File: src/ppdc_pkg.sv
`timescale 1ns / 1ps

package ppdc_pkg;

  // Fixed field widths of the stream items and the register.
  localparam int CountW  = 16;
  localparam int WrapW   = 16;
  localparam int StampW  = 32;
  localparam int RateW   = 27;
  localparam int FreqW   = 37;
  localparam int DutyW   = 14;
  localparam int DutyNumW = StampW + DutyW;

  // Packed widths on the stream ports.
  localparam int InDataW  = 2 * CountW;
  localparam int InUserW  = 2;
  localparam int OutFieldsW = 2 * StampW + FreqW + DutyW;
  localparam int OutDataW = ((OutFieldsW + 7) / 8) * 8;

  // Bit positions inside the input tuser.
  localparam int UserOvfBit = 0;
  localparam int UserCapBit = 1;

  localparam logic [RateW-1:0] RateResetHz = RateW'(1000000);
  localparam logic [9:0]       MilliScale  = 10'd1000;
  localparam logic [13:0]      DutyScale   = 14'd10000;

  // Restoring division: one quotient bit per step.
  localparam int FreqSteps = FreqW;
  localparam int DutySteps = DutyW;
  localparam int StepW     = $clog2(FreqSteps);

  // Job queue between the front and the back end.
  localparam int QueueDepth = 2;
  localparam int QueueAw    = $clog2(QueueDepth);

  typedef struct packed {
    logic [StampW-1:0] period;
    logic [StampW-1:0] high;
  } job_t;

  typedef enum logic [1:0] {
    BkIdle,
    BkMul,
    BkDiv,
    BkDone
  } back_state_e;

endpackage

File: src/ppdc_front.sv
`timescale 1ns / 1ps

module ppdc_front #(
  parameter int COUNTER_WIDTH = 16
) (
  input  logic                         clk_i,
  input  logic                         rst_ni,
  input  logic                         s_axis_tvalid_i,
  output logic                         s_axis_tready_o,
  // fall_count, rise_count
  input  logic [ppdc_pkg::InDataW-1:0] s_axis_tdata_i,
  // overflow_flag, capture_flag
  input  logic [ppdc_pkg::InUserW-1:0] s_axis_tuser_i,
  input  logic                         full_i,
  output logic                         push_o,
  output ppdc_pkg::job_t               job_o
);
  import ppdc_pkg::*;

  localparam int CntBits = (COUNTER_WIDTH < CountW) ? COUNTER_WIDTH : CountW;
  localparam logic [CountW-1:0] CntMask = CountW'((64'd1 << CntBits) - 64'd1);
  localparam logic [32:0] HalfScale = 33'd1 << (COUNTER_WIDTH - 1);

  logic [WrapW-1:0]  wrap_q, wrap_d;
  logic [StampW-1:0] last_fall_q, last_fall_d;

  logic              accept;
  logic              ovf, cap;
  logic [CountW-1:0] fall_m, rise_m;
  logic [WrapW-1:0]  wraps_fall, wraps_rise;
  logic [StampW-1:0] fall_ts, rise_ts, high, period;

  // Wrap count goes above the counter bits; at full width it falls off the top.
  function automatic logic [StampW-1:0] make_stamp(logic [WrapW-1:0] w,
                                                    logic [CountW-1:0] c);
    logic [63:0] hi;
    hi = {48'd0, w} << COUNTER_WIDTH;
    return hi[StampW-1:0] | {{(StampW-CountW){1'b0}}, c};
  endfunction

  assign s_axis_tready_o = !full_i;
  assign accept = s_axis_tvalid_i && s_axis_tready_o;

  assign ovf    = s_axis_tuser_i[UserOvfBit];
  assign cap    = s_axis_tuser_i[UserCapBit];
  assign fall_m = s_axis_tdata_i[CountW-1:0] & CntMask;
  assign rise_m = s_axis_tdata_i[2*CountW-1:CountW] & CntMask;

  always_comb begin
    // An overflow in the same event belongs before the fall only when the
    // fall sits in the lower half of the counter range.
    if (ovf && ({17'd0, fall_m} < HalfScale)) begin
      wraps_fall = wrap_q + WrapW'(1);
    end else begin
      wraps_fall = wrap_q;
    end
    if (rise_m > fall_m) begin
      wraps_rise = wraps_fall - WrapW'(1);
    end else begin
      wraps_rise = wraps_fall;
    end
  end

  assign fall_ts = make_stamp(wraps_fall, fall_m);
  assign rise_ts = make_stamp(wraps_rise, rise_m);
  assign high    = fall_ts - rise_ts;
  assign period  = fall_ts - last_fall_q;

  assign push_o       = accept && cap && (period != '0) && (high < period);
  assign job_o.period = period;
  assign job_o.high   = high;

  always_comb begin
    wrap_d      = wrap_q;
    last_fall_d = last_fall_q;
    if (accept) begin
      if (cap) begin
        last_fall_d = fall_ts;
      end
      if (ovf) begin
        wrap_d = wrap_q + WrapW'(1);
      end
    end
  end

  always_ff @(posedge clk_i or negedge rst_ni) begin
    if (!rst_ni) begin
      wrap_q      <= '0;
      last_fall_q <= '0;
    end else begin
      wrap_q      <= wrap_d;
      last_fall_q <= last_fall_d;
    end
  end

endmodule

File: src/ppdc_fifo.sv
`timescale 1ns / 1ps

module ppdc_fifo (
  input  logic           clk_i,
  input  logic           rst_ni,
  input  logic           push_i,
  input  ppdc_pkg::job_t data_i,
  output logic           full_o,
  output logic           valid_o,
  input  logic           pop_i,
  output ppdc_pkg::job_t data_o
);
  import ppdc_pkg::*;

  job_t               mem_q [QueueDepth];
  logic [QueueAw-1:0] wr_ptr_q, wr_ptr_d;
  logic [QueueAw-1:0] rd_ptr_q, rd_ptr_d;
  logic [QueueAw:0]   count_q, count_d;
  logic               do_push, do_pop;

  assign full_o  = (count_q == (QueueAw+1)'(QueueDepth));
  assign valid_o = (count_q != '0);
  assign data_o  = mem_q[rd_ptr_q];

  assign do_push = push_i && !full_o;
  assign do_pop  = pop_i && valid_o;

  always_comb begin
    wr_ptr_d = do_push ? wr_ptr_q + QueueAw'(1) : wr_ptr_q;
    rd_ptr_d = do_pop ? rd_ptr_q + QueueAw'(1) : rd_ptr_q;
    count_d  = count_q;
    if (do_push && !do_pop) begin
      count_d = count_q + (QueueAw+1)'(1);
    end else if (do_pop && !do_push) begin
      count_d = count_q - (QueueAw+1)'(1);
    end
  end

  always_ff @(posedge clk_i) begin
    if (do_push) begin
      mem_q[wr_ptr_q] <= data_i;
    end
  end

  always_ff @(posedge clk_i or negedge rst_ni) begin
    if (!rst_ni) begin
      wr_ptr_q <= '0;
      rd_ptr_q <= '0;
      count_q  <= '0;
    end else begin
      wr_ptr_q <= wr_ptr_d;
      rd_ptr_q <= rd_ptr_d;
      count_q  <= count_d;
    end
  end

endmodule

File: src/ppdc_back.sv
`timescale 1ns / 1ps

module ppdc_back (
  input  logic                          clk_i,
  input  logic                          rst_ni,
  input  logic                          job_valid_i,
  input  ppdc_pkg::job_t                job_i,
  output logic                          pop_o,
  input  logic [ppdc_pkg::RateW-1:0]    tick_rate_i,
  output logic                          m_axis_tvalid_o,
  input  logic                          m_axis_tready_i,
  // period_ticks, high_ticks, freq_millihertz, duty_hundredths, zero fill
  output logic [ppdc_pkg::OutDataW-1:0] m_axis_tdata_o
);
  import ppdc_pkg::*;

  back_state_e state_q, state_d;

  logic [StampW-1:0] period_q, high_q;
  logic [StepW-1:0]  step_q;
  logic [StampW-1:0] freq_rem_q;
  logic [FreqW-1:0]  freq_num_q;
  logic [StampW-1:0] duty_rem_q;
  logic [DutyW-1:0]  duty_num_q;

  logic              out_valid_q, out_valid_d;
  logic [StampW-1:0] out_period_q, out_high_q;
  logic [FreqW-1:0]  out_freq_q;
  logic [DutyW-1:0]  out_duty_q;

  logic              take_job, load_mul, run_div, load_out, last_step, slot_free;
  logic [FreqW-1:0]    freq_prod;
  logic [DutyNumW-1:0] duty_prod;
  logic [StampW:0]     freq_shift, freq_diff, duty_shift, duty_diff;
  logic                freq_ge, duty_ge;

  assign last_step = (step_q == StepW'(FreqSteps - 1));
  assign slot_free = !out_valid_q || m_axis_tready_i;

  // Next state.
  always_comb begin
    state_d = state_q;
    unique case (state_q)
      BkIdle: if (job_valid_i) state_d = BkMul;
      BkMul:  state_d = BkDiv;
      BkDiv:  if (last_step) state_d = BkDone;
      BkDone: if (slot_free) state_d = BkIdle;
      default: state_d = BkIdle;
    endcase
  end

  // State outputs.
  always_comb begin
    take_job = 1'b0;
    load_mul = 1'b0;
    run_div  = 1'b0;
    load_out = 1'b0;
    unique case (state_q)
      BkIdle: take_job = job_valid_i;
      BkMul:  load_mul = 1'b1;
      BkDiv:  run_div  = 1'b1;
      BkDone: load_out = slot_free;
      default: ;
    endcase
  end

  assign pop_o = take_job;

  assign freq_prod = FreqW'(tick_rate_i) * FreqW'(MilliScale);
  assign duty_prod = DutyNumW'(high_q) * DutyNumW'(DutyScale);

  // One restoring step per lane and cycle; the remainder never reaches the period.
  assign freq_shift = {freq_rem_q, freq_num_q[FreqW-1]};
  assign freq_diff  = freq_shift - {1'b0, period_q};
  assign freq_ge    = (freq_shift >= {1'b0, period_q});
  assign duty_shift = {duty_rem_q, duty_num_q[DutyW-1]};
  assign duty_diff  = duty_shift - {1'b0, period_q};
  assign duty_ge    = (duty_shift >= {1'b0, period_q});

  always_ff @(posedge clk_i) begin
    if (take_job) begin
      period_q <= job_i.period;
      high_q   <= job_i.high;
    end
    if (load_mul) begin
      freq_rem_q <= '0;
      freq_num_q <= freq_prod;
      // The duty quotient fits in its own width because high is below period,
      // so the upper part of the product already starts below the divisor.
      duty_rem_q <= duty_prod[DutyNumW-1:DutyW];
      duty_num_q <= duty_prod[DutyW-1:0];
      step_q     <= '0;
    end
    if (run_div) begin
      freq_rem_q <= freq_ge ? freq_diff[StampW-1:0] : freq_shift[StampW-1:0];
      freq_num_q <= {freq_num_q[FreqW-2:0], freq_ge};
      if (step_q < StepW'(DutySteps)) begin
        duty_rem_q <= duty_ge ? duty_diff[StampW-1:0] : duty_shift[StampW-1:0];
        duty_num_q <= {duty_num_q[DutyW-2:0], duty_ge};
      end
      step_q <= step_q + StepW'(1);
    end
    if (load_out) begin
      out_period_q <= period_q;
      out_high_q   <= high_q;
      out_freq_q   <= freq_num_q;
      out_duty_q   <= duty_num_q;
    end
  end

  always_comb begin
    out_valid_d = out_valid_q;
    if (load_out) begin
      out_valid_d = 1'b1;
    end else if (m_axis_tready_i) begin
      out_valid_d = 1'b0;
    end
  end

  always_ff @(posedge clk_i or negedge rst_ni) begin
    if (!rst_ni) begin
      state_q     <= BkIdle;
      out_valid_q <= 1'b0;
    end else begin
      state_q     <= state_d;
      out_valid_q <= out_valid_d;
    end
  end

  assign m_axis_tvalid_o = out_valid_q;
  assign m_axis_tdata_o  = {{(OutDataW - OutFieldsW){1'b0}},
                            out_duty_q, out_freq_q, out_high_q, out_period_q};

  a_step_bound: assert property (@(posedge clk_i) disable iff (!rst_ni)
    (state_q == BkDiv) |-> (step_q <= StepW'(FreqSteps - 1)))
    else $error("division step counter ran past the last quotient bit");

  a_freq_rem: assert property (@(posedge clk_i) disable iff (!rst_ni)
    (state_q == BkDiv) |-> (freq_rem_q < period_q))
    else $error("frequency remainder not below the period");

  a_duty_rem: assert property (@(posedge clk_i) disable iff (!rst_ni)
    (state_q == BkDiv) |-> (duty_rem_q < period_q))
    else $error("duty remainder not below the period");

  a_out_range: assert property (@(posedge clk_i) disable iff (!rst_ni)
    $rose(out_valid_q) |-> ((out_high_q < out_period_q) &&
                            (out_duty_q < DutyScale)))
    else $error("result beat with high time or duty out of range");

endmodule

File: src/pwm_period_duty_capture.sv
`timescale 1ns / 1ps

// PWM period and duty measurement from input-capture events. Each input beat
// reports whether the free-running capture counter wrapped (tuser bit 0) and
// whether a falling edge was captured (tuser bit 1), with the falling and the
// latest rising capture counts in tdata. The front end keeps the wrap count
// and the previous fall timestamp, extends the counts to 32-bit timestamps,
// and works out high time and period in the cycle the beat is accepted; only
// a plausible measurement (non-zero period, high time below period) is queued.
// The back end turns a queued job into frequency in millihertz and duty in
// hundredths of a percent with two restoring dividers that run side by side,
// one quotient bit per cycle. From leaving the queue to its result beat, a
// measurement goes through taking the job, the two multiplications, the
// frequency division (the longer quotient) and the load of the output
// register, which waits until the output slot is free. Events without a
// capture, and invalid captures, are consumed by the front end and give no
// result beat. A two-entry queue sits between the two halves, so input beats
// keep being taken while a result waits on the output, until the queue fills.
// The tick rate register resets to 1 MHz and should only be written while no
// measurement is in flight.

module pwm_period_duty_capture #(
  parameter int COUNTER_WIDTH = 16
) (
  input  logic                          clk_i,
  input  logic                          rst_ni,
  // Tick rate register write.
  input  logic                          cfg_valid_i,
  output logic                          cfg_ready_o,
  input  logic [ppdc_pkg::RateW-1:0]    cfg_data_i,
  // Capture events.
  input  logic                          s_axis_tvalid_i,
  output logic                          s_axis_tready_o,
  // [15:0] fall_count, [31:16] rise_count
  input  logic [ppdc_pkg::InDataW-1:0]  s_axis_tdata_i,
  // [0] overflow_flag, [1] capture_flag
  input  logic [ppdc_pkg::InUserW-1:0]  s_axis_tuser_i,
  // Measurements.
  output logic                          m_axis_tvalid_o,
  input  logic                          m_axis_tready_i,
  // [31:0] period_ticks, [63:32] high_ticks, [100:64] freq_millihertz,
  // [114:101] duty_hundredths, [119:115] zero
  output logic [ppdc_pkg::OutDataW-1:0] m_axis_tdata_o
);
  import ppdc_pkg::*;

  logic [RateW-1:0] tick_rate_q, tick_rate_d;

  logic push, full, job_valid, pop;
  job_t job_in, job_out;

  // The register is always ready to take a write beat.
  assign cfg_ready_o = 1'b1;
  assign tick_rate_d = (cfg_valid_i && cfg_ready_o) ? cfg_data_i : tick_rate_q;

  always_ff @(posedge clk_i or negedge rst_ni) begin
    if (!rst_ni) begin
      tick_rate_q <= RateResetHz;
    end else begin
      tick_rate_q <= tick_rate_d;
    end
  end

  // Timestamp extension and validity check, one event per cycle if not full.
  ppdc_front #(
    .COUNTER_WIDTH(COUNTER_WIDTH)
  ) u_front (
    .clk_i          (clk_i),
    .rst_ni         (rst_ni),
    .s_axis_tvalid_i(s_axis_tvalid_i),
    .s_axis_tready_o(s_axis_tready_o),
    .s_axis_tdata_i (s_axis_tdata_i),
    .s_axis_tuser_i (s_axis_tuser_i),
    .full_i         (full),
    .push_o         (push),
    .job_o          (job_in)
  );

  // Short job queue decoupling event intake from the dividers.
  ppdc_fifo u_fifo (
    .clk_i  (clk_i),
    .rst_ni (rst_ni),
    .push_i (push),
    .data_i (job_in),
    .full_o (full),
    .valid_o(job_valid),
    .pop_i  (pop),
    .data_o (job_out)
  );

  // Frequency and duty division and the output register.
  ppdc_back u_back (
    .clk_i          (clk_i),
    .rst_ni         (rst_ni),
    .job_valid_i    (job_valid),
    .job_i          (job_out),
    .pop_o          (pop),
    .tick_rate_i    (tick_rate_q),
    .m_axis_tvalid_o(m_axis_tvalid_o),
    .m_axis_tready_i(m_axis_tready_i),
    .m_axis_tdata_o (m_axis_tdata_o)
  );

endmodule
File: config.mk
export PLATFORM = sky130hd
export DESIGN_NAME = pwm_period_duty_capture
export DESIGN_NICKNAME = d
export VERILOG_FILES = /design/src/ppdc_pkg.sv /design/src/ppdc_front.sv /design/src/ppdc_fifo.sv /design/src/ppdc_back.sv /design/src/pwm_period_duty_capture.sv
export SDC_FILE = /design/constraint.sdc
export NUM_CORES = 1
export LEC_CHECK = 0
export BUFFER_PORTS_ARGS = -buffer_cell sky130_fd_sc_hd__clkbuf_2
export CAP_MARGIN = 20
export CORE_UTILIZATION = 60
export CTS_CLUSTER_SIZE = 12
export DETAILED_ROUTE_END_ITERATION = 8
export PLACE_DENSITY = 0.78
export SLEW_MARGIN = 20
export SYNTH_ARGS = -nofsm -noshare
export SYNTH_HDL_FRONTEND = slang
export SYNTH_SLANG_ARGS = --single-unit
File: constraint.sdc
create_clock -name clk_i -period 9.3 [get_ports clk_i]
set_input_delay 0.93 -clock clk_i [delete_from_list [all_inputs] [get_ports clk_i]]
set_output_delay 0.93 -clock clk_i [all_outputs]
set_load 0.01 [all_outputs]
# Yosys cells after proc, flatten, opt, wreduce, memory -nomap -nowiden
# Memory sizes are Yosys's and may differ from the RTL's. A register that Yosys moved wholly into a read port is not among the register bits.
# Cells that the tools add are included.
# Widths: inputs -> output; s select.
totals:
  ff_bits: 318
  ramBits: 128
  output_inout_bits: 123
  wordCells: 100
  mem_count: 1
op_classes:
  add_sub_neg: 11
  multipliers: 2
  n_lt_le_gt_ge: 6
  n_eq_ne: 8
  mux: 30
  n_bitwise: 2
  reduce_logical: 23
mem_list:
  columns: ["memory", "words", "word_bits", "rd", "rd_ports_with_merged_regs", "write_ports", "line_no", "rtl"]
  rows:
  - ["u_fifo.mem_q", 2, 64, 1, 1, 1, "ppdc_fifo.sv:15", "job_t mem_q [QueueDepth];"]
op_table:
  columns: ["op", "n"]
  rows:
  - ["$mux 32", 7]
  - ["$sub 32x32->32", 4]
  - ["$mux 37", 2]
  - ["$ge 33x32->1", 2]
  - ["$or 32x16->32", 2]
  - ["$mul 32x10->42 const B", 1]
  - ["$mux 14", 3]
  - ["$mul 27x7->34 const B", 1]
  - ["$lt 32x32->1", 1]
  - ["$mux 16", 2]
  - ["$reduce_bool 32->1", 1]
  - ["$add 16x1->16 const B", 1]
  - ["$gt 16x16->1", 1]
  - ["$lt 16x16->1 const B", 1]
  - ["$sub 16x1->16 const B", 1]
  - ["$mux 6", 2]
  - ["$mux 2", 5]
  - ["$logic_and 1x1->1", 9]
  - ["$mux 1", 8]
  - ["$pmux 2 s4", 1]
  - ["$reduce_bool 2->1", 4]
  - ["$add 6x1->6 const B", 1]
  - ["$eq 2x2->1 const B", 3]
  - ["$eq 6x6->1 const B", 1]
  - ["11 further kinds", 18]

# Longest topological paths before layout
# Gate-level depths: netlist of run 1.
logic_depth:
  ltp_word: 14
  mapped_depth: 33
  mapped_depth_nobuf: 32

# Cells and area by module
# A second synthesis of run 1 with hierarchy kept.
hier_totals:
  hier_cells: 3632
  area_unflattened_um2: 37927.6
modules_own_cells:
  columns: ["module", "n_inst", "cells_each", "area_per_inst_um2"]
  rows:
  - ["ppdc_back", 1, 2365, 24378.4]
  - ["ppdc_front", 1, 990, 7398.3]
  - ["ppdc_fifo", 1, 218, 5024.8]
  - ["pwm_period_duty_capture", 1, 59, 1126.1]

# Worst setup path before layout of run 1
# OpenSTA, ideal clock, no wires.
synth_timing:
  kind: "in2reg"
  startpoint: "input port s_axis_tdata_i[14] (netlist name)"
  endpoint: "memory u_fifo.mem_q[0][0] (netlist name), enable pin"
  setup_ns: 0.494
  arrival_time_ns: 8.529
  required_time_ns: 8.806
  slack_ns: 0.277
  cell_stages: 28
  n_path_buf: 0
  path_cell_list: "inv_1 ha_1 and3_2 nand2_1 or4_4 o221ai_1 o31a_4 nand4_2 mux2_2 a31oi_1 xor2_1 ha_1 and2_1 a32oi_1 nand2b_1 a21oi_1 xnor2_1 ha_1 a21o_1 a21oi_1 nor2b_1 o21ai_0 nand2b_1 a21oi_1 o21ai_0 a21o_1 a31oi_2 nor2b_1"
synth_rtl:
  columns: ["item", "line_no", "rtl"]
  rows:
  - ["start, declared", "pwm_period_duty_capture.sv:35", "input logic [ppdc_pkg::InDataW-1:0] s_axis_tdata_i,"]
  - ["end, declared", "ppdc_fifo.sv:15", null]

==> results of run 1 <==
==> metal layers <==
| layer | vias to the layer above | routed length [um] | GRT usage |
|---|---|---|---|
| li1 | 12300 | - | - |
| met1 | 12400 | 36500 | 0.367 |
| met2 | 604 | 39700 | 0.455 |
| met3 | 149 | 3730 | 0.0299 |
| met4 | 0 | 2400 | 0.0810 |
| met5 | - | 0 | 0 |
==> registers in the layout, summed over array words and instances, names as in the netlist, 32 cells and up <==
name and flops:
u_back.high_q 32, u_back.out_period_q 32, u_back.freq_rem_q 32, u_back.out_freq_q 37, u_back.period_q 32, u_fifo.mem_q 128, u_back.out_high_q 32, u_front.last_fall_q 32
u_back.duty_rem_q 32, u_back.freq_num_q 37
==> how the worst max path moves through the flow <==
stage / end / from / cells after the start / slack [ns]
after global routing: u_fifo.mem_q[1][2]$_DFFE_PP_ / s_axis_tdata_i[14] / 30 / 1.79
final: u_fifo.mem_q[1][2]$_DFFE_PP_ / s_axis_tdata_i[14] / 30 / 2.22
after detailed placement: u_fifo.mem_q[1][0]$_DFFE_PP_ / s_axis_tdata_i[14] / 30 / 1.68
after floorplan: u_fifo.mem_q[0][0]$_DFFE_PP_ / s_axis_tdata_i[14] / 28 / 0.28
after CTS: u_fifo.mem_q[1][0]$_DFFE_PP_ / s_axis_tdata_i[14] / 30 / 2.30
after global placement: u_fifo.mem_q[1][0]$_DFFE_PP_ / s_axis_tdata_i[14] / 30 / 1.72
==> cell families (layout without fill, tap and decap cells) <==
kind of cell / count (synthesis) / after routing / share of synthesized area
buf+inv: 556 / 770 / 0.0583
mux: 162 / 162 / 0.0479
flops: 510 / 510 / 0.395
other cells: 2 / 6 / 0.000205
fa+ha+maj: 561 / 561 / 0.230
compound gates: 725 / 725 / 0.130
xor+xnor: 203 / 203 / 0.0486
simple gates: 677 / 677 / 0.0908
==> cell usage in the layout, fill, tap and decap left out, types with 14 or more instances in the layout <==
cell	count
a211oi_1	35
a21o_1	113
a21oi_1	203
and2_1	22
and3_1	25
buf_4	15
clkbuf_1	25
clkbuf_16	57
clkbuf_2	181
dfrtp_1	74
dfxtp_1	46
edfxtp_1	382
fa_1	185
ha_1	373
inv_1	469
mux2_2	101
mux2i_1	60
nand2_1	207
nand2b_1	39
nand3_1	53
nand4_1	33
nor2_1	137
nor2b_1	51
nor3_1	43
o21a_1	23
o21ai_0	153
o21ai_1	14
o21bai_1	19
or3_1	14
xnor2_1	121
xor2_1	82
==> stage by stage <==
stage	setup WS [ns]	utilization	instances	instance area (um2)
2_1_floorplan	0.277	-	3400	36600
3_3_place_gp	1.72	0.635	4292	38300
3_5_place_dp	1.68	0.635	4292	38300
4_1_cts	2.30	0.664	4395	40100
5_1_grt	1.79	0.665	4396	40100
6_report	2.22	0.665	4396	40100
==> layout make-up <==
type                       count  area share
tap                          782      0.0244
timing repair buffer         197      0.0261
inverter                     470      0.0440
clock inverter                16     0.00440
sequential                   510       0.360
clock buffer                  87      0.0396
multi-input combinational   2334       0.501
==> synthesized netlist by cell type (9+ instances only) <==
library cell    n  area share
dfrtp_1        75       0.051
mux2i_1        60       0.016
o31ai_1        12      0.0025
nor4_1         10      0.0017
inv_1         470       0.048
nand4_1        33      0.0056
mux2_2        101       0.031
o21ai_1        14      0.0019
nand2b_1       39      0.0067
buf_2          11      0.0015
o211a_1         9      0.0025
o211ai_1       10      0.0020
or3_1          14      0.0024
clkbuf_1       60      0.0062
nor3_1         43      0.0059
o21a_1         23      0.0047
a21oi_1       203       0.028
and2_1         24      0.0041
ha_1          376        0.13
xor2_1         82       0.020
nand3_1        55      0.0075
o21bai_1       19      0.0039
nor2_1        138       0.014
o21ai_0       153       0.021
xnor2_1       121       0.029
nor2b_1        52      0.0089
a31o_2         10      0.0024
edfxtp_1      382        0.31
fa_1          185        0.10
a211oi_1       35      0.0072
and3_1         25      0.0043
nand2_1       207       0.021
a31oi_1        13      0.0022
dfxtp_1        46       0.025
a21o_1        113       0.023
==> results.yml, run 1 <==
run_status:
  run_status: "complete, no violations"
timing:
  setup_tns_ns: 0
  tightestPinTransition_ns: 1.11
  drv_slew: 0
  period_share: 0.762
  relSlewSlack: 0.263
  holdWs_ns: 0.262
  finalCriticalPeriod_ns: 7.08
  rsz0062_at_grt: "no"
  setup_viol: 0
  skew_ns: 0.0164
  hold_violations: 0
  max_freq_mhz: 141
setup_path:
  rr_endpoint: "u_fifo.mem_q[1][2]$_DFFE_PP_"
  end_kind: "flip-flop"
  cp.arrival_ns: 7.36
  cp-start-kind: "input port"
  r2r_cells: 25
  r2r_slack_ns: 2.86
  cpPeakStageDelay_ns: 0.56
  worst-endpoint-required_ns: 9.57
  critPathKind: "in2reg"
  cp_slowest_cell: "and2_2"
  cp_top_family: "compound AO/OA/AOI/OAI gates"
  crit_buf_inv: 3
  timing.rr.start: "u_front.wrap_q[0]$_DFFE_PN0P_"
  crit_fanout: 25
synthesis:
  yosys_warnings: 0
  synth_edf_count: 382
  synthArstFlopShare: 0.161
  syn-cell-area_um2: 36600
  synthDistinctLibCells: 101
  ys.flop_type: "edfxtp_1"
  synth-seq-cells: 510
  syn_avg_cell_area_um2: 10.8
  synth_cells: 3396
  ys_seq_area_frac: 0.395
cts:
  clock_path_buffers: 3
  tritoncts: "built"
  clock_sinks: 510
  cts_setup_buffers: 0
  clk_latency_ns: 0.61
  ctsHoldBuffers: 0
  cts-resized-gates: 0
  clk_pin_slew_ns: 0.06
  cts_root_buf: "clkbuf_16"
  cts_buffers: 55
  htreeDepth: 2
placed_design:
  io_buffer_count: 182
  place.gp.congestion: 0.962
  hpwl_mm: 62.3
finish:
  seq_area_um2: 14500
  num_antenna_cells: 0
  multiInputGateArea_um2: 20100
  syn_to_final_growth_pct: 9.56
  drive_gt1_frac: 0.120
  nets: 4195
  n_fill_cell: 4571
routing:
  drtIter0Drc: 1617
  post_drt_wl_per_cell_um: 18.7
  antenna_left: 0
  vias: 25500
  via_per_inst: 5.79
  drc_errors: 0
  dr.pass1.iters: 5
  drt_wl_total_mm: 82.3
floorplanning:
  die_y_um: 249
  rows: 90
  ios: 189
  die-area_um2: 62000
  start_util: 0.607
  die_width_um: 249
  core_um2: 60400
grt:
  grt_use_total: 0.269
  overflow: 0
  grt_pass1_wl_mm: 133
  antenna_found_initial: 0
  first_global_vias: 25500
  grt_max_degree: 104
flow_run:
  maxCapViolCount: 0
hold_path:
  hp-class: "in2async"
Power of run 1 is left out: the tool's default activity adds up to more than one toggle a clock period on the data nets, which glitch-free logic cannot reach.
==> inputs of run 2 (changes only) <==
clock period = 6.56 ns   (was 9.3 ns; I/O delays follow)
==> run 2 against run 1 <==
Effect of this change: sequential share of layout area is 0.21 points lower; non-clock buffer count grew 21; routed wire length is 1.2% lower; global-route usage down 0.29 points; first-iteration DRC count up 4.6%; count of clock-buffer cells in the layout decreased by 13; register-to-register slack worse by 2.3 ns; worst hold slack better by 0.010 ns; critical path type is now reg2reg.
==> results.yml, run 2 (synthesized netlist as in run 1, its figures left out) <==
cts:
  cts-resized-gates: 0
  clk_latency_ns: 0.62
  clock_path_buffers: 3
  tritoncts: "built"
  cts_buffers: 55
  cts_setup_buffers: 0
  clk_pin_slew_ns: 0.06
  clock_sinks: 510
  cts_root_buf: "clkbuf_16"
  htreeDepth: 2
  ctsHoldBuffers: 1
finish:
  seq_area_um2: 14500
  top_regs: "u_fifo.mem_q (128), u_back.freq_num_q (37), u_back.out_freq_q (37)"
  drive_gt1_frac: 0.130
  syn_to_final_growth_pct: 10.2
  n_fill_cell: 4581
  num_antenna_cells: 0
  final_util: 0.669
  nets: 4216
  largest_reg_flops: 128
  top_register: "u_fifo.mem_q"
  final_common_cell: "inv_1"
  layout_common_cells: "inv_1 (466), edfxtp_1 (382), ha_1 (367)"
  multiInputGateArea_um2: 20200
routing:
  post_drt_wl_per_cell_um: 18.4
  drc_errors: 0
  vias: 25300
  drt_wl_total_mm: 81.3
  via_per_inst: 5.74
  dr.pass1.iters: 6
  antenna_left: 0
  drtIter0Drc: 1692
setup_path:
  timing.rr.start: "tick_rate_q[7]$_DFFE_PN0P_"
  cp-startpoint: "tick_rate_q[7]$_DFFE_PN0P_"
  cp-start-kind: "flip-flop"
  critPathKind: "reg2reg"
  cp.arrival_ns: 6.37
  cp_top_family: "adder cells"
  crit_path_cell_trace: "fa_1 > fa_1 > fa_1 > fa_1 > ha_1 > and3_1 > nand3_1 > nor3_1 > o31ai_2 > a211oi_1 > a2111oi_2 > o31ai_1 > a21oi_1 > a211oi_1 > xor2_1 > mux2_2"
  cpPeakStageDelay_ns: 0.62
  cp_common_cell: "fa_1"
  worst-endpoint-required_ns: 6.92
  r2r_cells: 16
  end_kind: "flip-flop"
  crit_fanout: 7
  crit_buf_inv: 0
  cp_slowest_cell: "dfrtp_1"
  crit_cells: 16
floorplanning:
  die-area_um2: 62000
  die_y_um: 249
  ios: 189
  core_um2: 60400
  rows: 90
  die_width_um: 249
  start_util: 0.607
grt:
  grt_use_total: 0.266
  grt_max_degree: 103
  first_global_vias: 24900
  grt_pass1_wl_mm: 131
  overflow: 0
  antenna_found_initial: 1
placed_design:
  place.gp.congestion: 0.912
  io_buffer_count: 182
  hpwl_mm: 62.2
timing:
  rsz0062_at_grt: "no"
  tightestPinTransition_ns: 1.12
  drv_slew: 0
  holdWs_ns: 0.272
  hold_violations: 0
  period_share: 0.915
  finalCriticalPeriod_ns: 6.00
  setup_viol: 0
  skew_ns: 0.0218
  max_freq_mhz: 167
  relSlewSlack: 0.253
  setup_tns_ns: 0
hold_path:
  worstHoldStart: "cfg_data_i[25]"
  holdPathStages: 3
  hp-class: "in2reg"
flow_run:
  maxCapViolCount: 0
run_status:
  run_status: "complete, no violations"
[run 2: cell types whose count changed in the layout (fill, tap and decap cells not counted), sizes merged]
cell,delta
buf,+20
bufinv,-2
clkbuf,-13
clkinv,+9
clkinvlp,+1
dlygate4sd3,+1
inv,-1
[run 2: metrics by stage]
stage	worst slack [ns]	instances	cell area [um2]
2_1_floorplan	0.00517	3400	36800
3_3_place_gp	0.198	4312	38600
3_5_place_dp	0.0777	4312	38600
4_1_cts	0.631	4410	40300
5_1_grt	0.250	4411	40400
6_report	0.556	4411	40400
[run 2: worst paths after layout]
| check | end | slack, ns |
|---|---|---|
| setup / recovery | u_back.freq_num_q[35]$_DFFE_PP_ | 0.56 |
| hold / removal | tick_rate_q[25]$_DFFE_PN0P_ | 0.27 |
| setup reg to reg | u_back.freq_num_q[35]$_DFFE_PP_ | 0.56 |
| hold reg to reg | u_back.out_freq_q[1]$_DFFE_PP_ | 0.45 |
| max in group asynchronous | u_fifo.rd_ptr_q$_DFFE_PN0P_ | 4.82 |
| min in group asynchronous | tick_rate_q[1]$_DFFE_PN0P_ | 0.50 |
[run 2: layer usage]
| layer | wire, um | GRT usage |
|---|---|---|
| met1 | 35200 | 0.358 |
| met4 | 2170 | 0.0760 |
| met3 | 4460 | 0.0379 |
| met2 | 39500 | 0.452 |
| met5 | 0 | 0 |
[run 2: layout make-up]
cell class                      instances  share of cell area
Clock inverter                         23             0.00406
Sequential cell                       510               0.358
Tap cell                              782              0.0242
Timing Repair Buffer                  218              0.0305
Clock buffer                           74              0.0379
Inverter                              470              0.0437
Multi-Input combinational cell       2334               0.501
[run 2: worst reg2reg max path: cells and delay by family, from the launching register on]
| family | cells | cell delay (ns) |
|---|---|---|
| compound gates | 6 | 1.63 |
| mux | 1 | 0.26 |
| fa+ha+maj | 5 | 2.42 |
| simple gates | 3 | 0.74 |
| flops | 1 | 0.62 |
| xor+xnor | 1 | 0.11 |
Power of run 2 is left out for the same reason.
